<file path="src/hw/rtl/plsc_pkg.sv">
// Shared types, request codes and bit permutations of the protection latch scrambler.
// No dependencies; used by every module of the block.
package plsc_pkg;

  localparam int unsigned LatchWidth = 32;
  localparam int unsigned WordWidth  = 16;

  // Request codes
  localparam logic REQ_WRITE = 1'b0;
  localparam logic REQ_READ  = 1'b1;

  // Scrambler constants
  localparam logic [WordWidth-1:0] A_XOR   = 16'h0010;
  localparam logic [WordWidth-1:0] B_XOR   = 16'h0024;
  localparam logic [WordWidth-1:0] OUT_XOR = 16'h5496;

  // Latch snapshot handed from the front stage to the scrambler
  typedef struct packed {
    logic                  valid;
    logic [LatchWidth-1:0] latch;
  } snap_t;

  // First word permutation of the latch
  function automatic logic [WordWidth-1:0] perm_a(input logic [LatchWidth-1:0] x);
    logic [WordWidth-1:0] r;
    r[0]  = x[23];
    r[1]  = x[15];
    r[2]  = x[13];
    r[3]  = x[30];
    r[4]  = x[5];
    r[5]  = x[4];
    r[6]  = x[0];
    r[7]  = x[17];
    r[8]  = x[2];
    r[9]  = x[14];
    r[10] = x[26];
    r[11] = x[3];
    r[12] = x[20];
    r[13] = x[18];
    r[14] = x[11];
    r[15] = x[6];
    return r;
  endfunction

  // Second word permutation of the latch
  function automatic logic [WordWidth-1:0] perm_b(input logic [LatchWidth-1:0] x);
    logic [WordWidth-1:0] r;
    r[0]  = x[9];
    r[1]  = x[25];
    r[2]  = x[28];
    r[3]  = x[7];
    r[4]  = x[16];
    r[5]  = x[24];
    r[6]  = x[27];
    r[7]  = x[8];
    r[8]  = x[21];
    r[9]  = x[19];
    r[10] = x[10];
    r[11] = x[29];
    r[12] = x[12];
    r[13] = x[1];
    r[14] = x[22];
    r[15] = x[31];
    return r;
  endfunction

  // Output permutation; bits 6, 11, 14 and 15 stay in place
  function automatic logic [WordWidth-1:0] perm_out(input logic [WordWidth-1:0] x);
    logic [WordWidth-1:0] r;
    r[0]  = x[9];
    r[1]  = x[8];
    r[2]  = x[10];
    r[3]  = x[5];
    r[4]  = x[12];
    r[5]  = x[2];
    r[6]  = x[6];
    r[7]  = x[13];
    r[8]  = x[3];
    r[9]  = x[7];
    r[10] = x[1];
    r[11] = x[11];
    r[12] = x[4];
    r[13] = x[0];
    r[14] = x[14];
    r[15] = x[15];
    return r;
  endfunction

endpackage

</file>
<file path="src/hw/rtl/plsc_front.sv">
// Front stage: holds the 32-bit shift latch, takes items and captures a latch snapshot per read.
// Depends on plsc_pkg.
module plsc_front (
  input  logic                                clk,
  input  logic                                rst,
  input  logic                                in_valid,
  output logic                                in_ready,
  input  logic                                req_type,
  input  logic [plsc_pkg::WordWidth-1:0]      write_data,
  input  logic                                take,
  output plsc_pkg::snap_t                     snap
);

  logic [plsc_pkg::LatchWidth-1:0] latch;
  logic                            accept;
  logic                            snap_valid;
  logic [plsc_pkg::LatchWidth-1:0] snap_latch;

  // Snapshot register frees up whenever the scrambler takes it
  assign in_ready = !snap_valid || take;
  assign accept   = in_valid && in_ready;
  assign snap     = {snap_valid, snap_latch};

  // Latch shift on write, snapshot on read
  always_ff @(posedge clk) begin
    if (rst) begin
      latch      <= '0;
      snap_valid <= 1'b0;
    end else begin
      if (accept && req_type == plsc_pkg::REQ_WRITE) begin
        latch <= {latch[plsc_pkg::WordWidth-1:0], write_data};
      end
      if (accept && req_type == plsc_pkg::REQ_READ) begin
        snap_valid <= 1'b1;
      end else if (take) begin
        snap_valid <= 1'b0;
      end
    end
  end

  // Snapshot payload, no reset needed
  always_ff @(posedge clk) begin
    if (accept && req_type == plsc_pkg::REQ_READ) begin
      snap_latch <= latch;
    end
  end

endmodule

</file>
<file path="src/hw/rtl/plsc_scramble.sv">
// Scrambler stage: permutes the snapshot, subtracts, permutes again and registers the result.
// Depends on plsc_pkg.
module plsc_scramble (
  input  logic                                clk,
  input  logic                                rst,
  input  plsc_pkg::snap_t                     snap,
  output logic                                take,
  output logic                                out_valid,
  input  logic                                out_ready,
  output logic [plsc_pkg::WordWidth-1:0]      read_data
);

  logic [plsc_pkg::WordWidth-1:0] a;
  logic [plsc_pkg::WordWidth-1:0] b;
  logic [plsc_pkg::WordWidth-1:0] diff;
  logic [plsc_pkg::WordWidth-1:0] perm;
  logic [plsc_pkg::WordWidth-1:0] read_data_next;

  // Result register is free when empty or being drained
  assign take = !out_valid || out_ready;

  // Scramble: two permutations, wrap-around subtract, xor, permute, byte swap
  always_comb begin
    a              = plsc_pkg::perm_a(snap.latch) ^ plsc_pkg::A_XOR;
    b              = plsc_pkg::perm_b(snap.latch) ^ plsc_pkg::B_XOR;
    diff           = (a - b) ^ plsc_pkg::OUT_XOR;
    perm           = plsc_pkg::perm_out(diff);
    read_data_next = {perm[7:0], perm[15:8]};
  end

  // Result valid
  always_ff @(posedge clk) begin
    if (rst) begin
      out_valid <= 1'b0;
    end else if (take) begin
      out_valid <= snap.valid;
    end
  end

  // Result payload
  always_ff @(posedge clk) begin
    if (take && snap.valid) begin
      read_data <= read_data_next;
    end
  end

endmodule

</file>
<file path="src/hw/rtl/protection_latch_scrambler_top.sv">
// Top level of the protection latch scrambler.
// Depends on plsc_pkg, plsc_front and plsc_scramble.

// A write item (req_type 0) shifts write_data into the low half of a 32-bit latch and gives no
// result; a read item (req_type 1) gives one result, the scrambled latch, on read_data. One item
// is taken every cycle while in_ready is high. A read result passes through the snapshot register
// of the front stage, then through the 16-bit subtract into the result register. Reads see every
// write taken before them. Back-pressure on the result side stalls the input only once both the
// snapshot and the result registers are full.
module protection_latch_scrambler_top (
  input  logic                                clk,
  input  logic                                rst,
  input  logic                                in_valid,
  output logic                                in_ready,
  input  logic                                req_type,
  input  logic [plsc_pkg::WordWidth-1:0]      write_data,
  output logic                                out_valid,
  input  logic                                out_ready,
  output logic [plsc_pkg::WordWidth-1:0]      read_data
);

  plsc_pkg::snap_t snap;
  logic            take;

  plsc_front u_front (
    .clk        (clk),
    .rst        (rst),
    .in_valid   (in_valid),
    .in_ready   (in_ready),
    .req_type   (req_type),
    .write_data (write_data),
    .take       (take),
    .snap       (snap)
  );

  plsc_scramble u_scramble (
    .clk       (clk),
    .rst       (rst),
    .snap      (snap),
    .take      (take),
    .out_valid (out_valid),
    .out_ready (out_ready),
    .read_data (read_data)
  );

endmodule

</file>
<file path="config.mk">
export PLATFORM = sky130hd
export DESIGN_NAME = protection_latch_scrambler_top
export DESIGN_NICKNAME = d
export VERILOG_FILES = /design/src/hw/rtl/plsc_pkg.sv /design/src/hw/rtl/plsc_front.sv /design/src/hw/rtl/plsc_scramble.sv /design/src/hw/rtl/protection_latch_scrambler_top.sv
export SDC_FILE = /design/constraint.sdc
export NUM_CORES = 1
export LEC_CHECK = 0
export ABC_CLOCK_PERIOD_IN_PS = 2000
export BUFFER_PORTS_ARGS = -buffer_cell sky130_fd_sc_hd__buf_2
export CAP_MARGIN = 10
export CORE_MARGIN = 4
export CORE_UTILIZATION = 40
export CTS_CLUSTER_SIZE = 28
export DETAILED_ROUTE_END_ITERATION = 7
export PLACE_DENSITY_LB_ADDON = 0.08
export REMOVE_ABC_BUFFERS = 1
export SLEW_MARGIN = 20
export SYNTH_ARGS = -nofsm -noshare
export SYNTH_HDL_FRONTEND = slang
export SYNTH_SLANG_ARGS = --single-unit
</file>
<file path="constraint.sdc">
create_clock -name clk -period 2 [get_ports clk]
set_input_delay 0.1 -clock clk [delete_from_list [all_inputs] [get_ports clk]]
set_output_delay 0.1 -clock clk [all_outputs]
set_load 0.03 [all_outputs]
</file>
==> flow_summary.yaml <==
cells_and_area:
  layout-drive-gt1-share: 0.2135
  n_antenna_cell: 0
  syn2layout_area_growth_pct: 23.04
  nNetsFinal: 417
  fillerInstances: 794
  layoutNonFillerInstCount: 489
global_routing:
  global_route_wire_length_before_repair_um: 10330
  via_count_of_the_first_global_routing_pass: 2180
  grt_start_max_net_pins: 35
  initial_antenna_violation_count: 0
  globalRouteTotalUtil: 0.1317
  global_route_congestion_overflow_total: 0
power:
  max-vdd-ir-drop_mv: 0.3113
  p_int_mw: 2.596
  power.net_switching_mw: 0.8438
  power-per-cell-area_nw_per_um2: 819.8
  power_leakage_nw: 1.651
  finalPower_mw: 3.440
  power_share_of_the_combinational_group: 0.103
  sw_frac_of_total: 0.2453
  share_clk_of_total_power: 0.350
  power.share.sequential: 0.546
run_status:
  violations_in_the_final_reports: "setup timing"
  status: "complete, but fails checks"
routing:
  drc: 0
  detailedRoute.firstPassIterationCount: 4
  via_count: 2295
  routed_wl_met2_um: 2754
  met3WireLength_um: 247
  drtAntennaViolNets: 0
  routed_metal_1_wirelength_um: 2971
  route.final.wire_length_um: 6050
  route.detailed.wl_per_inst_um: 12.37
  drt-initial-drc-count: 71
  top_signal_layer_used: "met4"
  detail_route.vias_per_cell: 4.693
floorplanning:
  die_area_sq_um: 10070
  fp.dieW_um: 100.3
  initial_core_util: 0.4130
  floorplan.core_area_sq_um: 8258
  row_count: 33
  ports_placed_on_the_boundary: 39
  die_height_um: 100.3
place:
  place.gp.congestion: 0.7764
  place.detailed.instances: 455
  placed_wire_length_estimate_um: 4032
  portBuffers: 38
timing:
  maxSlewHeadroom: 0.5788
  finalSetupViolations: 3
  setup_ws_ps: -139.6
  drv_slew: 0
  finalCriticalPeriod_ps: 2140
  rsz0062_at_grt: "true"
  period_share: 1.070
  hold_viol_final: 0
  tightest_slew_ps: 631.8
  max_freq_ghz: 0.4674
  finalClockSkew_ps: 6.531
synth:
  synth-edff-count: 48
  ys_async_sr_fraction: 0
  yosys.area.top_type: "sky130_fd_sc_hd__edfxtp_1"
  number_of_unique_standard_cell_types_used_by_synthesis: 36
  synthesis.instances: 312
  area_of_the_mapped_netlist_sq_um: 3411
  synth_top_area_frac: 0.4226
  postSynthRegisterBits: 82
  synth_ff_type: "sky130_fd_sc_hd__edfxtp_1"
  synth.most_common_cell: "sky130_fd_sc_hd__nand2_1"
  seq_area_frac_synth: 0.6222
  netlist_top_cells_area: "sky130_fd_sc_hd__edfxtp_1 (42%), sky130_fd_sc_hd__dfxtp_1 (20%), sky130_fd_sc_hd__nand2_1 (8.4%), sky130_fd_sc_hd__a21oi_1 (6.0%), sky130_fd_sc_hd__ha_1 (5.9%)"
  synth.cells.most_frequent: "sky130_fd_sc_hd__nand2_1 (76), sky130_fd_sc_hd__edfxtp_1 (48), sky130_fd_sc_hd__a21oi_1 (41), sky130_fd_sc_hd__dfxtp_1 (34), sky130_fd_sc_hd__inv_1 (19)"
  synth_area_per_cell_sq_um: 10.93
  synth.yosys.warnings: 0
setup_path:
  path_max_fanout: 4
  timing.critical_path.required_ps: 2100
  critical_path_arrival_ps: 2240
  setup.worst_path.start_class: "register"
  crit_type: "register to register"
  crit_path_end_kind: "register"
clocking:
  cts-buffers-inserted: 9
  clkLatencyLatePin_ps: 340
  clock_sinks: 82
  htreeDepth: 3
  clk_pin_slew_ps: 90
  clockRootBuffer: "sky130_fd_sc_hd__clkbuf_8"
  cts_buffer_depth: 2
  cts_tree: "built"
min_path:
  min_path_type: "input pin to register"
run:
  drv_cap: 0
-- logic make-up after synthesis --
kind of cell               synth area share
DFF                                  0.6222
adders and majority gates           0.06456
muxes                              0.002935
AOI/OAI and AO/OA                    0.1134
buffers and inverters               0.03521
and+or+nand+nor                      0.1310
xor gates and xnor gates            0.03081
-- state kept, by name (all words and copies together), names as in the netlist --
register / count
u_scramble.out_valid: 1
u_scramble.read_data: 16
u_front.snap_latch: 32
u_front.snap_valid: 1
u_front.latch: 32
-- worst max-delay path, cell delays in order, from the launching register on --
cell and delay [ps]:
sky130_fd_sc_hd__edfxtp_1 400, sky130_fd_sc_hd__ha_2 210, sky130_fd_sc_hd__fa_2 340, sky130_fd_sc_hd__nor2b_2 150, sky130_fd_sc_hd__o2111ai_2 140, sky130_fd_sc_hd__a21oi_2 240, sky130_fd_sc_hd__nor4_1 80, sky130_fd_sc_hd__o31ai_1 240
sky130_fd_sc_hd__xnor2_1 90
-- power groups by stage --
stage	Combinational, mW	Clock [mW]	Sequential [mW]
3_3_place_gp	0.323	0	1.92
3_5_place_dp	0.324	0	1.92
5_1_grt	0.400	1.34	1.89
6_report	0.355	1.21	1.88
4_1_cts	0.354	1.26	1.88
2_1_floorplan	0.187	0	1.94
-- per-layer routing --
metal | up-vias | global-route usage
met1 | 1036 | 0.1750
met5 | - | 0
li1 | 1212 | -
met2 | 43 | 0.1988
met4 | 0 | 0.07150
met3 | 4 | 0.03058
-- path summary, 6_finish.rpt --
| check | start | to | slack (ps) | cells after the start |
|---|---|---|---|---|
| min | out_ready | u_scramble.out_valid | 50 | 4 |
| min reg2reg | u_front.latch[29] | u_front.snap_latch[29] | 430 | 0 |
| max | u_front.snap_latch[9] | u_scramble.read_data[6] | -140 | 8 |
| max reg2reg | u_front.snap_latch[9] | u_scramble.read_data[6] | -140 | 8 |
-- cells in the final DEF (no fill, tap or decap), drive strengths merged, types with 5 or more instances in the layout --
cell type | netlist | routed
inv | 19 | 23
ha | 16 | 16
nor2 | 5 | 5
a21oi | 44 | 44
o21ai | 6 | 6
edfxtp | 48 | 48
clkbuf | 9 | 9
nand2 | 77 | 77
nand3 | 6 | 6
dfxtp | 34 | 34
dlygate4sd3 | 0 | 16
buf | 3 | 52
xor2 | 8 | 8
-- stage by stage --
stage               setup WS [ps]  setup TNS [ps]  utilization  hold slack, ps  area, sq um
detailed placement         -262.5          -812.7       0.4588           346.1         3789
finish                     -139.6          -355.8       0.5082           47.97         4197
floorplan                  -269.1          -10010            -           169.1         3362
CTS                        -135.3          -314.8       0.5056           26.23         4175
global route               -242.8          -672.5       0.5082           79.80         4197
global placement           -237.2          -618.0       0.4588           342.6         3789
-- layout make-up --
type / instances / area, sq um / share of cell area
clock buffer: 9 / 123.9 / 0.02952
clock inverter: 7 / 75.07 / 0.01789
inverter: 19 / 71.32 / 0.01699
multi-input combinational: 199 / 1205 / 0.2871
sequential: 82 / 2122 / 0.5057
tap: 105 / 131.4 / 0.03131
timing repair buffer: 68 / 467.9 / 0.1115
-- repair_timing --
| item | CTS | global route |
|---|---|---|
| setup endpoints to repair | 7 | 7 |
| cloned | 0 | 0 |
| hold buffers | 16 | 0 |
| buffers inserted | 1 | 1 |
| pin swaps | 4 | 9 |
| hold endpoints to repair | 16 | 0 |
| gates resized for setup | 5 | 4 |
No activity file was read; power rests on OpenSTA's default activity.
